**src/cbt_pkg.sv**
```systemverilog
// Shared types, constants and the backoff length function for the CSMA/CD
// backoff transmitter. No dependencies; used by every other file in src but cbt_checker.
`default_nettype none

package cbt_pkg;

   localparam int TIMER_W             = 11;
   localparam int RETRY_W             = 5;
   localparam int RANDOM_W            = 16;
   localparam int LIMIT_W             = 4;
   localparam int QUEUE_DEPTH_DEFAULT = 16;
   localparam int REQ_TDATA_W         = 24;
   localparam int RSP_TDATA_W         = 16;
   localparam int CSR_INDEX_W         = 1;
   localparam int CSR_DATA_W          = 4;

   localparam logic [TIMER_W-1:0] TIMER_MAX         = 11'd2047;
   localparam logic [LIMIT_W-1:0] RETRY_LIMIT_RESET = 4'd15;
   localparam logic [LIMIT_W-1:0] BACKOFF_CAP_RESET = 4'd10;

   typedef enum logic [CSR_INDEX_W-1:0] {
      CSR_RETRY_LIMIT = 1'b0,
      CSR_BACKOFF_CAP = 1'b1
   } csr_index_type;

   typedef struct packed {
      logic [LIMIT_W-1:0] retry_limit;
      logic [LIMIT_W-1:0] backoff_cap;
   } cfg_type;

   typedef struct packed {
      logic [RANDOM_W-1:0] random_value;
      logic                bus_free;
      logic                bus_jammed;
      logic                new_frame;
   } item_type;

   typedef struct packed {
      logic [TIMER_W-1:0] timer;
      logic [RETRY_W-1:0] retry;
      logic               sending;
   } core_type;

   typedef struct packed {
      logic [RETRY_W-1:0] retries;
      logic               idle;
      logic               queue_overflow;
      logic               gave_up;
      logic               finished;
      logic               start_send;
   } result_type;

   // Ticks of backoff: (rnd * (2^min(cap, retry) + 1)) >> RANDOM_W, saturated.
   function automatic logic [TIMER_W-1:0] backoff_len(
      input logic [RANDOM_W-1:0] rnd,
      input logic [RETRY_W-1:0]  retry,
      input logic [LIMIT_W-1:0]  cap
   );
      logic [LIMIT_W-1:0]    expo;
      logic [2*RANDOM_W-1:0] prod;
      logic [RANDOM_W-1:0]   len;
      expo = (retry < {1'b0, cap}) ? retry[LIMIT_W-1:0] : cap;
      prod = ({{RANDOM_W{1'b0}}, rnd} << expo) + {{RANDOM_W{1'b0}}, rnd};
      len  = prod[2*RANDOM_W-1:RANDOM_W];
      return (len > {{(RANDOM_W-TIMER_W){1'b0}}, TIMER_MAX}) ? TIMER_MAX
                                                             : len[TIMER_W-1:0];
   endfunction

endpackage

`default_nettype wire

```
**src/csma_cd_backoff_transmitter_unit.sv**
```systemverilog
// A word taken on req is held in the input register, then loaded into the
// result register and offered on rsp from then on.
// Throughput: one word per cycle while rsp is not stalled; state advances in the edge that loads the
// result, and a stalled rsp holds both the input and the result register.
// Reset (synchronous, active high) clears state, queue count and valids and
// restores retry_limit to 15 and backoff_cap to 10.
`default_nettype none

module csma_cd_backoff_transmitter_unit #(
   parameter int QUEUE_DEPTH = cbt_pkg::QUEUE_DEPTH_DEFAULT
) (
   input  wire logic                            clock,
   input  wire logic                            reset,
   input  wire logic                            req_tvalid,
   output      logic                            req_tready,
   // new_frame[0], bus_jammed[1], bus_free[2], random_value[18:3], zero fill
   input  wire logic [cbt_pkg::REQ_TDATA_W-1:0] req_tdata,
   output      logic                            rsp_tvalid,
   input  wire logic                            rsp_tready,
   // start_send[0], finished[1], gave_up[2], queue_overflow[3], idle[4],
   // retries[9:5], zero fill
   output      logic [cbt_pkg::RSP_TDATA_W-1:0] rsp_tdata,
   input  wire logic                            csr_valid,
   output      logic                            csr_ready,
   input  wire logic [cbt_pkg::CSR_INDEX_W-1:0] csr_index,
   input  wire logic [cbt_pkg::CSR_DATA_W-1:0]  csr_wdata
);

   localparam int PEND_W = $clog2(QUEUE_DEPTH + 1);

   cbt_pkg::cfg_type    cfg_ff;
   cbt_pkg::item_type   item_ff;
   logic                in_valid_ff;
   cbt_pkg::core_type   core_ff;
   cbt_pkg::core_type   core_in;
   logic [PEND_W-1:0]   pend_ff;
   logic [PEND_W-1:0]   pend_in;
   cbt_pkg::result_type res_in;
   cbt_pkg::result_type res_ff;
   logic                out_valid_ff;
   logic                advance;

   assign csr_ready  = 1'b1;
   assign advance    = in_valid_ff && (!out_valid_ff || rsp_tready);
   assign req_tready = !in_valid_ff || advance;
   assign rsp_tvalid = out_valid_ff;
   assign rsp_tdata  = {{(cbt_pkg::RSP_TDATA_W - $bits(cbt_pkg::result_type)){1'b0}}, res_ff};

   cbt_step #(
      .QUEUE_DEPTH(QUEUE_DEPTH)
   ) u_step (
      .cfg      (cfg_ff),
      .item     (item_ff),
      .cur      (core_ff),
      .pend     (pend_ff),
      .nxt      (core_in),
      .pend_nxt (pend_in),
      .res      (res_in)
   );

   always_ff @(posedge clock) begin
      if (reset) begin
         cfg_ff.retry_limit <= cbt_pkg::RETRY_LIMIT_RESET;
         cfg_ff.backoff_cap <= cbt_pkg::BACKOFF_CAP_RESET;
      end else if (csr_valid) begin
         unique case (cbt_pkg::csr_index_type'(csr_index))
            cbt_pkg::CSR_RETRY_LIMIT: cfg_ff.retry_limit <= csr_wdata;
            cbt_pkg::CSR_BACKOFF_CAP: cfg_ff.backoff_cap <= csr_wdata;
            default: ;
         endcase
      end
   end

   always_ff @(posedge clock) begin
      if (reset) begin
         in_valid_ff  <= 1'b0;
         out_valid_ff <= 1'b0;
         core_ff      <= '0;
         pend_ff      <= '0;
      end else begin
         if (req_tready) begin
            in_valid_ff <= req_tvalid;
         end
         if (advance) begin
            out_valid_ff <= 1'b1;
            core_ff      <= core_in;
            pend_ff      <= pend_in;
         end else if (rsp_tready) begin
            out_valid_ff <= 1'b0;
         end
      end
   end

   // payload registers: item loads on req handshake, result on advance, no reset
   always_ff @(posedge clock) begin
      if (req_tvalid && req_tready) begin
         item_ff <= req_tdata[$bits(cbt_pkg::item_type)-1:0];
      end
      if (advance) begin
         res_ff <= res_in;
      end
   end

endmodule

`default_nettype wire

```
**src/cbt_step.sv**
```systemverilog
// Send rule of the backoff transmitter: next state and result for one tick.
// Depends on cbt_pkg.
`default_nettype none

module cbt_step #(
   parameter int QUEUE_DEPTH = cbt_pkg::QUEUE_DEPTH_DEFAULT,
   localparam int PEND_W = $clog2(QUEUE_DEPTH + 1)
) (
   input  cbt_pkg::cfg_type    cfg,
   input  cbt_pkg::item_type   item,
   input  cbt_pkg::core_type   cur,
   input  logic [PEND_W-1:0]   pend,
   output cbt_pkg::core_type   nxt,
   output logic [PEND_W-1:0]   pend_nxt,
   output cbt_pkg::result_type res
);

   logic [PEND_W-1:0]          pend_q;
   logic [PEND_W-1:0]          pend_dec;
   logic [PEND_W-1:0]          head_pend;
   logic                       ovf;
   logic                       launch;
   logic                       done;
   logic                       dropped;
   logic                       bo_start;
   logic [cbt_pkg::RETRY_W-1:0] retry_inc;
   logic [cbt_pkg::RETRY_W-1:0] bo_retry;
   logic [cbt_pkg::TIMER_W-1:0] bo_len;

   // count the newly queued frame, saturating at the queue depth
   always_comb begin
      ovf    = 1'b0;
      pend_q = pend;
      if (item.new_frame) begin
         if (pend >= PEND_W'(QUEUE_DEPTH)) begin
            ovf = 1'b1;
         end else begin
            pend_q = pend + PEND_W'(1);
         end
      end
   end

   assign pend_dec  = (pend_q != '0) ? pend_q - PEND_W'(1) : pend_q;
   assign retry_inc = cur.retry + cbt_pkg::RETRY_W'(1);

   // exponent source: bumped count after a jam, zero after a finish
   assign bo_retry = (cur.sending && item.bus_jammed) ? retry_inc :
                     (cur.sending ? '0 : cur.retry);
   assign bo_len   = cbt_pkg::backoff_len(item.random_value, bo_retry, cfg.backoff_cap);

   always_comb begin
      nxt       = cur;
      pend_nxt  = pend_q;
      head_pend = pend_q;
      launch    = 1'b0;
      done      = 1'b0;
      dropped   = 1'b0;
      bo_start  = 1'b0;
      if (cur.timer != '0) begin
         nxt.timer = cur.timer - cbt_pkg::TIMER_W'(1);
      end else if (cur.sending && item.bus_jammed) begin
         nxt.sending = 1'b0;
         if (retry_inc > {1'b0, cfg.retry_limit}) begin
            nxt.retry = '0;
            pend_nxt  = pend_dec;
            dropped   = 1'b1;
         end else begin
            nxt.retry = retry_inc;
            bo_start  = 1'b1;
         end
      end else if (cur.sending && !item.bus_free) begin
         // hold: frame stays on the bus
         nxt = cur;
      end else begin
         if (cur.sending) begin
            done        = 1'b1;
            nxt.sending = 1'b0;
            nxt.retry   = '0;
            head_pend   = pend_dec;
         end
         pend_nxt = head_pend;
         if (head_pend != '0) begin
            if (item.bus_free) begin
               nxt.sending = 1'b1;
               launch      = 1'b1;
            end else begin
               bo_start = 1'b1;
            end
         end
      end
      if (bo_start) begin
         nxt.timer = bo_len;
      end
   end

   always_comb begin
      res.start_send     = launch;
      res.finished       = done;
      res.gave_up        = dropped;
      res.queue_overflow = ovf;
      res.idle           = (nxt.timer == '0) && !nxt.sending && (pend_nxt == '0);
      res.retries        = nxt.retry;
   end

endmodule

`default_nettype wire

```
**config.mk**
```make
export PLATFORM = sky130hd
export DESIGN_NAME = csma_cd_backoff_transmitter_unit
export DESIGN_NICKNAME = d
export VERILOG_FILES = /design/src/cbt_pkg.sv /design/src/csma_cd_backoff_transmitter_unit.sv /design/src/cbt_step.sv
export SDC_FILE = /design/constraint.sdc
export NUM_CORES = 1
export LEC_CHECK = 0
export ABC_AREA = 0
export BUFFER_PORTS_ARGS = -buffer_cell sky130_fd_sc_hd__buf_4
export CORE_ASPECT_RATIO = 0.9
export CORE_UTILIZATION = 35
export CTS_BUF_LIST = sky130_fd_sc_hd__clkbuf_4
export CTS_CLUSTER_DIAMETER = 30
export CTS_CLUSTER_SIZE = 20
export DETAILED_ROUTE_END_ITERATION = 10
export RECOVER_POWER = 25
export SLEW_MARGIN = 30
export SYNTH_ARGS = -nofsm -noshare
export SYNTH_HDL_FRONTEND = slang
export SYNTH_SLANG_ARGS = --single-unit
```
**constraint.sdc**
```tcl
create_clock -name clock -period 13.9 [get_ports clock]
set_input_delay 0.695 -clock clock [delete_from_list [all_inputs] [get_ports clock]]
set_output_delay 0.695 -clock clock [all_outputs]
set_load 0.01 [all_outputs]
```
==> results.ini, run 1 <==
[status]
status=finished, violations left
violations=max-capacitance violations, max-slew violations

[clock_network]
holdBufCountCts=0
tritoncts=built
cts_resized=0
path_clk_slew_ps=130
htreeDepth=3
clk_latency_ps=460
cts_root_buffer=clkbuf_4
numCtsBuffers=9
cts.path.max_buffers=2
numClockSinks=61
postCtsSetupRepairBufs=0

[layout]
final_nets=776
syn_to_final_growth_pct=9.60
multi_input_comb_area_sq_mm=0.00376
drive_gt1_share_pct=13.8
fillers=1632
regArea_sq_mm=0.00151

[pwr]
ir_drop_v=0.0000909
total_power_uw=796
power_density_mw_per_mm2=132
p_leak_uw=0.00238

[setup_path]
worstSetupPathType=reg2reg
setup.worst_path.end_class=register
required_ps=14140
reg2reg_depth=23
r2r-start=core_ff[0]$_SDFFE_PP0P_
r2r_slack_ps=5910
worstSetupStartpointType=register
worstPathArrival_ps=8230
path_max_fanout=19
r2r-end=rsp_tdata[4]$_DFFE_PP_

[grt]
grt_pass1_vias=4957
grtUsageMet3_pct=3.84
antenna_found_initial=1
grt_pass1_wl_mm=25.3
gr-total-overflow=0
gr-usage-met2_pct=30.9
grtUsageMet1_pct=27.2
grt_max_degree=36
grtUsageTotal_pct=19.7
grt_busiest_layer=met2

[logic_synthesis]
ys_ff_latch=61
avgSynthCellArea_sq_um=7.99
synth_top_area_cell=edfxtp_1
synth_top_area_share_pct=15.8
async_flop_share_pct=0
synth_edf_count=29
netlist_area_sq_mm=0.00551
yosysWarnings=0
yosysUniqueCellTypes=91
synthTopCellsByArea=edfxtp_1, dfxtp_1, ha_1
synth_cells=690
synth_flop_cell=dfxtp_1
yosysSeqAreaShare_pct=27.4
ys_top_cells_by_count=nand2_1, nor2_1, nand3_1, a21oi_1, o21ai_0
yosysMostFrequentCell=nand2_1

[sta]
skew_ps=27.8
worst_pin_slew_ps=1510
fmax_ghz=0.125
slew_violations=35
rsz0062_at_grt=false
fin_setup_tns_ps=0
hold_viol=0
period_share_pct=57.5
fin_worst_hold_slack_ps=423
slew_headroom_pct=-0.725
min_period_ps=7990
setup_violations=0

[route]
firstDrtPassIters=6
finalWirelength_mm=15.3
wl_per_cell_um=16.6
detail-route-antenna-nets=0
drt_iter0_markers=465
dr_total_vias=5325
drc_errors=0
viasPerCell=5.78

[die]
ios=53
dieArea_sq_mm=0.0163
fp.dieH_um=121
core-area_sq_mm=0.0154
rows=43
start_util_pct=35.8
die_w_um=134

[placement]
hpwl_mm=11.5
io_buffers=40
place_congestion=0.900

[min_path]
hold_end=item_ff[6]$_DFFE_PP_
min_from=req_tdata[6]
worst_hold_path.num_cells=1
min_path_type=in2reg

[run]
cap_violations=1

[registers in the layout, indices dropped and copies added (netlist names)]
register and flops:
cfg_ff 8, rsp_tdata 10, rsp_tvalid 1, pend_ff 5, in_valid_ff 1, core_ff 17
item_ff 19
[cell type report]
type	count	area share [%]
inverter	21	1.30
sequential	61	25.0
clock buffer	9	1.12
timing repair buffer	44	5.40
clock inverter	7	0.683
tap	202	4.18
antenna	1	0.0414
multi-input combinational	576	62.2
[per-layer routing]
metal	up-vias	share of wire, %
met4	0	1.8
met2	183	45
met1	2479	48
met3	18	5.6
li1	2645	-
met5	-	0
[stage by stage]
| step | util, % | worst slack [ps] | cell area [sq um] | std cells |
|---|---|---|---|---|
| after global placement | 38.5 | 6290 | 5920 | 904 |
| after floorplan | - | 7430 | 5530 | 695 |
| after detailed placement | 38.5 | 6070 | 5920 | 904 |
| after global routing | 39.3 | 5220 | 6040 | 921 |
| after CTS | 39.2 | 5980 | 6030 | 920 |
| final | 39.3 | 5910 | 6040 | 921 |
[worst max path at each step]
stage                                        from                      to  slack [ps]  depth (start not counted)
after floorplan           core_ff[1]$_SDFFE_PP0P_  rsp_tdata[4]$_DFFE_PP_        7430                         29
after global placement    core_ff[0]$_SDFFE_PP0P_  rsp_tdata[4]$_DFFE_PP_        6290                         23
after detailed placement  core_ff[0]$_SDFFE_PP0P_  rsp_tdata[4]$_DFFE_PP_        6070                         23
after CTS                 core_ff[0]$_SDFFE_PP0P_  rsp_tdata[4]$_DFFE_PP_        5980                         23
after global routing      core_ff[0]$_SDFFE_PP0P_  rsp_tdata[4]$_DFFE_PP_        5220                         24
final                     core_ff[0]$_SDFFE_PP0P_  rsp_tdata[4]$_DFFE_PP_        5910                         23
[layout by cell type, fill, tap and decap left out, types with 3 or more instances in the layout]
master / count
clkinv_2: 4
or3_1: 9
o211ai_1: 8
edfxtp_1: 29
nor2b_1: 4
a31oi_1: 8
nand3_1: 54
dfxtp_1: 32
buf_4: 24
nand2b_1: 9
nor3_1: 21
ha_1: 29
o31ai_1: 3
conb_1: 7
nor2_1: 64
a221o_1: 3
a211o_1: 8
o21a_1: 5
nand4_1: 17
a21oi_1: 48
a211oi_1: 7
and3_1: 8
clkbuf_4: 28
nand3b_1: 5
a21o_1: 9
nand2_1: 75
o21ai_0: 38
o31a_1: 4
inv_1: 19
xnor2_1: 11
mux2i_1: 12
o22ai_1: 8
and2_1: 12
xor2_1: 10
nor4_1: 5
[logic make-up after synthesis]
family                   Yosys count  share of synthesized area [%]
XOR/XNOR                          21                           3.34
AND/OR/NAND/NOR                  315                           30.3
buffers and inverters             58                           5.02
adder cells (fa/ha/maj)           29                           6.58
AO/OA/AOI/OAI                    189                           23.9
multiplexers                      15                           3.27
flip-flops                        61                           27.4
other                              2                          0.136
[worst max-delay path, cell delays in order (launching register included)]
cell       delay, ps
dfxtp_1          640
nand2_1          270
or3_1            410
o21ai_1          250
ha_1             340
a221o_1          470
o31ai_2          560
and2_1           690
nand4_1          220
nand4_2          260
o32ai_1          120
ha_1             320
a21o_1           190
a21o_1           180
a2111oi_0        450
o21ai_0          240
nor2_1           400
nor2_1           190
a41oi_2          470
o221a_2          290
nor3_1            50
a211oi_1         240
o2111ai_1        160
nor4_1           370
[where the power goes]
| part | internal (uW) | switching (uW) |
|---|---|---|
| Combinational | 164 | 287 |
| Sequential | 210 | 24.5 |
| Clock | 35.8 | 75.0 |
Power figures use the tool's default switching activity.
==> run 2, diff against run 1 <==
--- a/config.mk
+++ b/config.mk
@@ -5,7 +5,7 @@
 export SDC_FILE = /design/constraint.sdc
 export NUM_CORES = 1
 export LEC_CHECK = 0
-export ABC_AREA = 0
+export ABC_AREA = 1
 export BUFFER_PORTS_ARGS = -buffer_cell sky130_fd_sc_hd__buf_4
 export CORE_ASPECT_RATIO = 0.9
 export CORE_UTILIZATION = 35
==> constraint.sdc (replaced) <==
create_clock -name clock -period 7.4 [get_ports clock]
set_input_delay 0.37 -clock clock [delete_from_list [all_inputs] [get_ports clock]]
set_output_delay 0.37 -clock clock [all_outputs]
set_load 0.01 [all_outputs]
==> run 2 against run 1 <==
The run now ends clean. Utilization up 0.12 points. Largest cell class unchanged. Via count is 3.7% higher. Highest routed layer unchanged. Hold slack worse by 330 ps. Wire length down 3.3%. Worst setup slack got worse by 4200 ps. Final cell count rose by 18%.
==> results.ini, run 2 <==
[logic_synthesis]
synthTopCellsByArea=edfxtp_1, nand2_1, dfxtp_1
avgSynthCellArea_sq_um=6.53
async_flop_share_pct=0
synth_edf_count=29
yosysUniqueCellTypes=41
synth_flop_cell=dfxtp_1
yosysWarnings=0
yosysMostFrequentCell=nand2_1
synth_top_area_share_pct=15.7
synth_cells=849
yosysSeqAreaShare_pct=27.2
ys_top_cells_by_count=nand2_1, nand3_1, inv_1, nor2_1, o21ai_0
ys_ff_latch=61
synth_top_area_cell=edfxtp_1
netlist_area_sq_mm=0.00555

[grt]
grt_max_degree=37
grtUsageTotal_pct=19.2
grt_pass1_wl_mm=24.7
grt_pass1_vias=4827
antenna_found_initial=1
gr-total-overflow=0

[route]
drt_iter0_markers=584
wl_per_cell_um=13.6
firstDrtPassIters=6
drc_errors=0
finalWirelength_mm=14.8
detail-route-antenna-nets=0
viasPerCell=5.10
dr_total_vias=5524

[sta]
fmax_ghz=0.176
worst_pin_slew_ps=818
fin_setup_tns_ps=0
fin_worst_hold_slack_ps=94.2
min_period_ps=5680
slew_violations=0
rsz0062_at_grt=false
setup_violations=0
skew_ps=29.3
period_share_pct=76.7
slew_headroom_pct=45.4
hold_viol=0

[status]
status=finished, final reports clean

[setup_path]
setup.worst_path.end_class=register
crit_slowest_cell=dfxtp_1
worstSetupPathType=reg2reg
slowest_delay_ps=660
reg2reg_depth=30
worstSetupStartpointType=register
path_max_fanout=31
critPathMostFrequentCell=nand2_1
required_ps=7720
worstPathArrival_ps=6000

[die]
ios=53
start_util_pct=35.9
dieArea_sq_mm=0.0164
die_w_um=135
rows=43
fp.dieH_um=121
core-area_sq_mm=0.0154

[pwr]
clkPwrFrac_pct=21.4
p_int_uw=718
sw_frac_of_total_pct=44.6
ir_drop_v=0.000193
power.switching_uw=579
p_leak_uw=0.00286
power_density_mw_per_mm2=213
p_comb_share_pct=47.9
power.share.sequential_pct=30.7

[clock_network]
cts.path.max_buffers=2
postCtsSetupRepairBufs=0
numClockSinks=61
cts_resized=0
holdBufCountCts=0
path_clk_slew_ps=130
htreeDepth=3
numCtsBuffers=9
tritoncts=built
cts_root_buffer=clkbuf_4
clk_latency_ps=460

[placement]
place_congestion=0.875
io_buffers=40
hpwl_mm=11.4

[layout]
drive_gt1_share_pct=10.9
final_common_cell=nand2_1
largest_register_ffs=19
final_util_pct=39.4
multi_input_comb_area_sq_mm=0.00349
fillers=1663
regMostFlops=item_ff
regArea_sq_mm=0.00151
final_nets=938
layout_common_cells=nand2_1, nand3_1, inv_1
syn_to_final_growth_pct=9.63

[min_path]
min_path_type=in2reg
worst_hold_path.num_cells=1

[run]
cap_violations=0

[run 2: cell count changes after synthesis, sizes merged, moves of 13 or more]
cell	delta
nand3	+68
nand2	+146
and2	-13
nor2	+15
o21ai	+30
inv	+76
nor3	-17
[run 2: cell type report]
cell class	count	area share, %
clock buffer	9	1.11
inverter	98	6.05
multi-input combinational	664	57.3
tap	202	4.16
clock inverter	7	1.48
antenna	1	0.0411
timing repair buffer	41	5.00
sequential	61	24.9
[run 2: metal layers]
layer | up-vias | wire length [um] | track usage [%]
li1 | 2905 | - | -
met1 | 2471 | 7880 | 29.6
met2 | 134 | 5970 | 26.3
met3 | 14 | 728 | 3.22
met4 | 0 | 177 | 5.97
met5 | - | 0 | 0
[run 2: cells by family after synthesis]
family / count (synthesis) / synth area share, %
flops: 61 / 27.2
xor+xnor: 13 / 2.05
fa+ha+maj: 29 / 6.54
compound gates: 160 / 16.3
buf+inv: 129 / 10.4
other cells: 2 / 0.135
simple gates: 453 / 37.0
mux: 2 / 0.361
[run 2: path summary, 6_finish.rpt]
| path | startpoint | to | slack, ps |
|---|---|---|---|
| min reg2reg | core_ff[5]$_SDFFE_PP0P_ | core_ff[5]$_SDFFE_PP0P_ | 490 |
| min | req_tdata[0] | item_ff[0]$_DFFE_PP_ | 90 |
| max | core_ff[0]$_SDFFE_PP0P_ | rsp_tdata[4]$_DFFE_PP_ | 1720 |
| max reg2reg | core_ff[0]$_SDFFE_PP0P_ | rsp_tdata[4]$_DFFE_PP_ | 1720 |
[run 2: per-stage QoR]
stage | total power (uW) | cell area, sq um | worst slack (ps) | std cells
finish | 1300 | 6080 | 1720 | 1083
global route | 1410 | 6080 | 1010 | 1083
CTS | 1300 | 6080 | 1760 | 1082
detailed placement | 1020 | 5920 | 1820 | 1066
global placement | 1020 | 5920 | 1810 | 1066
floorplan | 887 | 5570 | 2970 | 854
[run 2: worst max-delay path: cells and delay by family (launching register included)]
kind / cells / cell delay [ps]
AO/OA/AOI/OAI: 4 / 1230
adder cells (fa/ha/maj): 2 / 650
buffers and inverters: 1 / 370
flip-flops: 1 / 660
AND/OR/NAND/NOR: 23 / 2630
[run 2: power by group through the flow]
stage                     clock [uW]  sequential, uW  combinational [uW]
final                            277             398                 622
after floorplan                    0             399                 488
after CTS                        285             397                 616
after global routing             300             401                 707
after detailed placement           0             405                 612
after global placement             0             405                 612
==> run 3, diff against run 2 <==
==> constraint.sdc (replaced) <==
create_clock -name clock -period 5.43 [get_ports clock]
set_input_delay 0.2715 -clock clock [delete_from_list [all_inputs] [get_ports clock]]
set_output_delay 0.2715 -clock clock [all_outputs]
set_load 0.01 [all_outputs]
==> run 3 against run 2 <==
Final cell count up 2.4%. Clock skew down 2.4 ps. Final area up 3.9%. Worst setup slack worse by 1200 ps. Critical path type unchanged. Clock-buffer cell count up 1. Utilization up 1.6 points. Non-clock buffer count up 26. Die area unchanged. Largest cell class unchanged. Register-to-register slack worse by 1200 ps. Global-route usage down 0.12 points. Combinational power up 42%.
==> results.ini, run 3 (same netlist as run 2, synthesis figures left out) <==
[sta]
rsz0062_at_grt=false
slew_violations=0
setup_violations=0
min_period_ps=4930
hold_viol=0
slew_headroom_pct=36.1
period_share_pct=90.7
skew_ps=26.9
fin_setup_tns_ps=0
fmax_ghz=0.203
worst_pin_slew_ps=945

[clock_network]
cts_root_buffer=clkbuf_4
clk_latency_ps=470
tritoncts=built
path_clk_slew_ps=140
numCtsBuffers=9
numClockSinks=61
htreeDepth=3
cts.path.max_buffers=2

[setup_path]
r2r-end=rsp_tdata[4]$_DFFE_PP_
setup.worst_path.end_class=register
required_ps=5750
path_max_fanout=24
r2r_slack_ps=500
slowest_delay_ps=390
crit_slowest_cell=dfxtp_2
reg2reg_depth=32
worstSetupStartpointType=register
r2r-start=core_ff[1]$_SDFFE_PP0P_
critPathMostFrequentCell=nand2_1
worstPathArrival_ps=5250
worstSetupPathType=reg2reg

[run]
cap_violations=0

[pwr]
power.switching_uw=800
ir_drop_v=0.000166
clkPwrFrac_pct=17.1
p_comb_share_pct=51.4
sw_frac_of_total_pct=46.6
total_power_uw=1720
p_int_uw=916
power.share.sequential_pct=31.5
power_density_mw_per_mm2=271
p_leak_uw=0.00296

[route]
finalWirelength_mm=14.9
drc_errors=0
drt_iter0_markers=568
wl_per_cell_um=13.5
firstDrtPassIters=6
dr_total_vias=5689
viasPerCell=5.13
detail-route-antenna-nets=0

[layout]
drive_gt1_share_pct=11.9
regMostFlops=item_ff
final_util_pct=40.9
fillers=1623
final_common_cell=nand2_1
final_nets=964
syn_to_final_growth_pct=14.0
layout_common_cells=nand2_1, nand3_1, inv_1
largest_register_ffs=19

[status]
status=finished, final reports clean

[die]
dieArea_sq_mm=0.0164
die_w_um=135
ios=53
rows=43
fp.dieH_um=121
start_util_pct=35.9
core-area_sq_mm=0.0154

[grt]
antenna_found_initial=1
grt_max_degree=37
grt_pass1_vias=5002
gr-total-overflow=0
grt_pass1_wl_mm=24.6
grtUsageTotal_pct=19.0

[min_path]
worst_hold_path.num_cells=3
min_from=csr_wdata[0]
min_path_type=in2reg
hold_end=cfg_ff[4]$_SDFFE_PP1P_

[placement]
hpwl_mm=11.4
io_buffers=40
place_congestion=0.903

==> run 3: cell types whose count changed in the layout (fill, tap and decap cells not counted), moves of 2 or more <==
cell	previous run	this run
buf_4	21	27
o21ai_0	63	60
dlygate4sd3_1	0	19
bufinv_16	2	0
o21ai_1	4	7
==> run 3: layout make-up <==
class                           count  area, sq um  share of cell area, %
Clock buffer                       10         75.1                   1.19
Sequential cell                    61         1510                   23.9
Multi-Input combinational cell    664         3510                   55.5
Clock inverter                      6         38.8                  0.613
Inverter                           98          370                   5.86
Timing Repair Buffer               67          559                   8.85
Tap cell                          202          253                   4.00
Antenna cell                        1         2.50                 0.0396
==> run 3: critical path: cells and delay by family, from the launching register on <==
family,cells,cell delay [ps]
buffers and inverters,3,540
AO/OA/AOI/OAI,4,810
flip-flops,1,390
AND/OR/NAND/NOR,22,2110
adder cells (fa/ha/maj),3,920
==> run 3: how the worst max path moves through the flow <==
stage | slack [ps] | start | endpoint | cells after the start
2_1_floorplan | 1000 | core_ff[1]$_SDFFE_PP0P_ | rsp_tdata[4]$_DFFE_PP_ | 33
3_3_place_gp | 290 | core_ff[1]$_SDFFE_PP0P_ | rsp_tdata[4]$_DFFE_PP_ | 28
3_5_place_dp | 270 | core_ff[1]$_SDFFE_PP0P_ | rsp_tdata[4]$_DFFE_PP_ | 32
4_1_cts | 180 | core_ff[1]$_SDFFE_PP0P_ | rsp_tdata[4]$_DFFE_PP_ | 32
5_1_grt | 20 | core_ff[1]$_SDFFE_PP0P_ | rsp_tdata[4]$_DFFE_PP_ | 36
6_report | 500 | core_ff[1]$_SDFFE_PP0P_ | rsp_tdata[4]$_DFFE_PP_ | 32
==> run 3: timing repair <==
action / 4_1_cts / 5_1_grt
endpoints found under the setup margin: 0 / 12
hold buffers: 19 / 0
endpoints found under the hold margin: 19 / 0
buffers inserted: 0 / 1
gates resized for setup: 0 / 12
==> run 3: routing by layer <==
layer  track usage [%]  part of all wire [%]  vias to the layer above
met4              6.46                   1.4                        0
met3              4.26                   5.8                       15
met2              27.6                    42                      164
met5                 0                     0                        -
li1                  -                     -                     2947
met1              27.4                    51                     2563
==> run 3: per-stage QoR <==
stage	hold slack (ps)	setup slack [ps]	area, sq um	instances
after detailed placement	451	273	5960	1072
final	35.3	502	6320	1109
after CTS	2.47	183	6270	1107
after floorplan	370	1000	5570	854
after global placement	450	289	5960	1072
after global routing	27.2	17.2	6320	1109
==> run 3: power groups by stage <==
stage | Sequential (uW) | Clock [uW] | Combinational (uW)
6_report | 541 | 293 | 882
5_1_grt | 545 | 322 | 1010
4_1_cts | 540 | 303 | 857
3_5_place_dp | 550 | 0 | 842
3_3_place_gp | 551 | 0 | 843
2_1_floorplan | 543 | 0 | 665
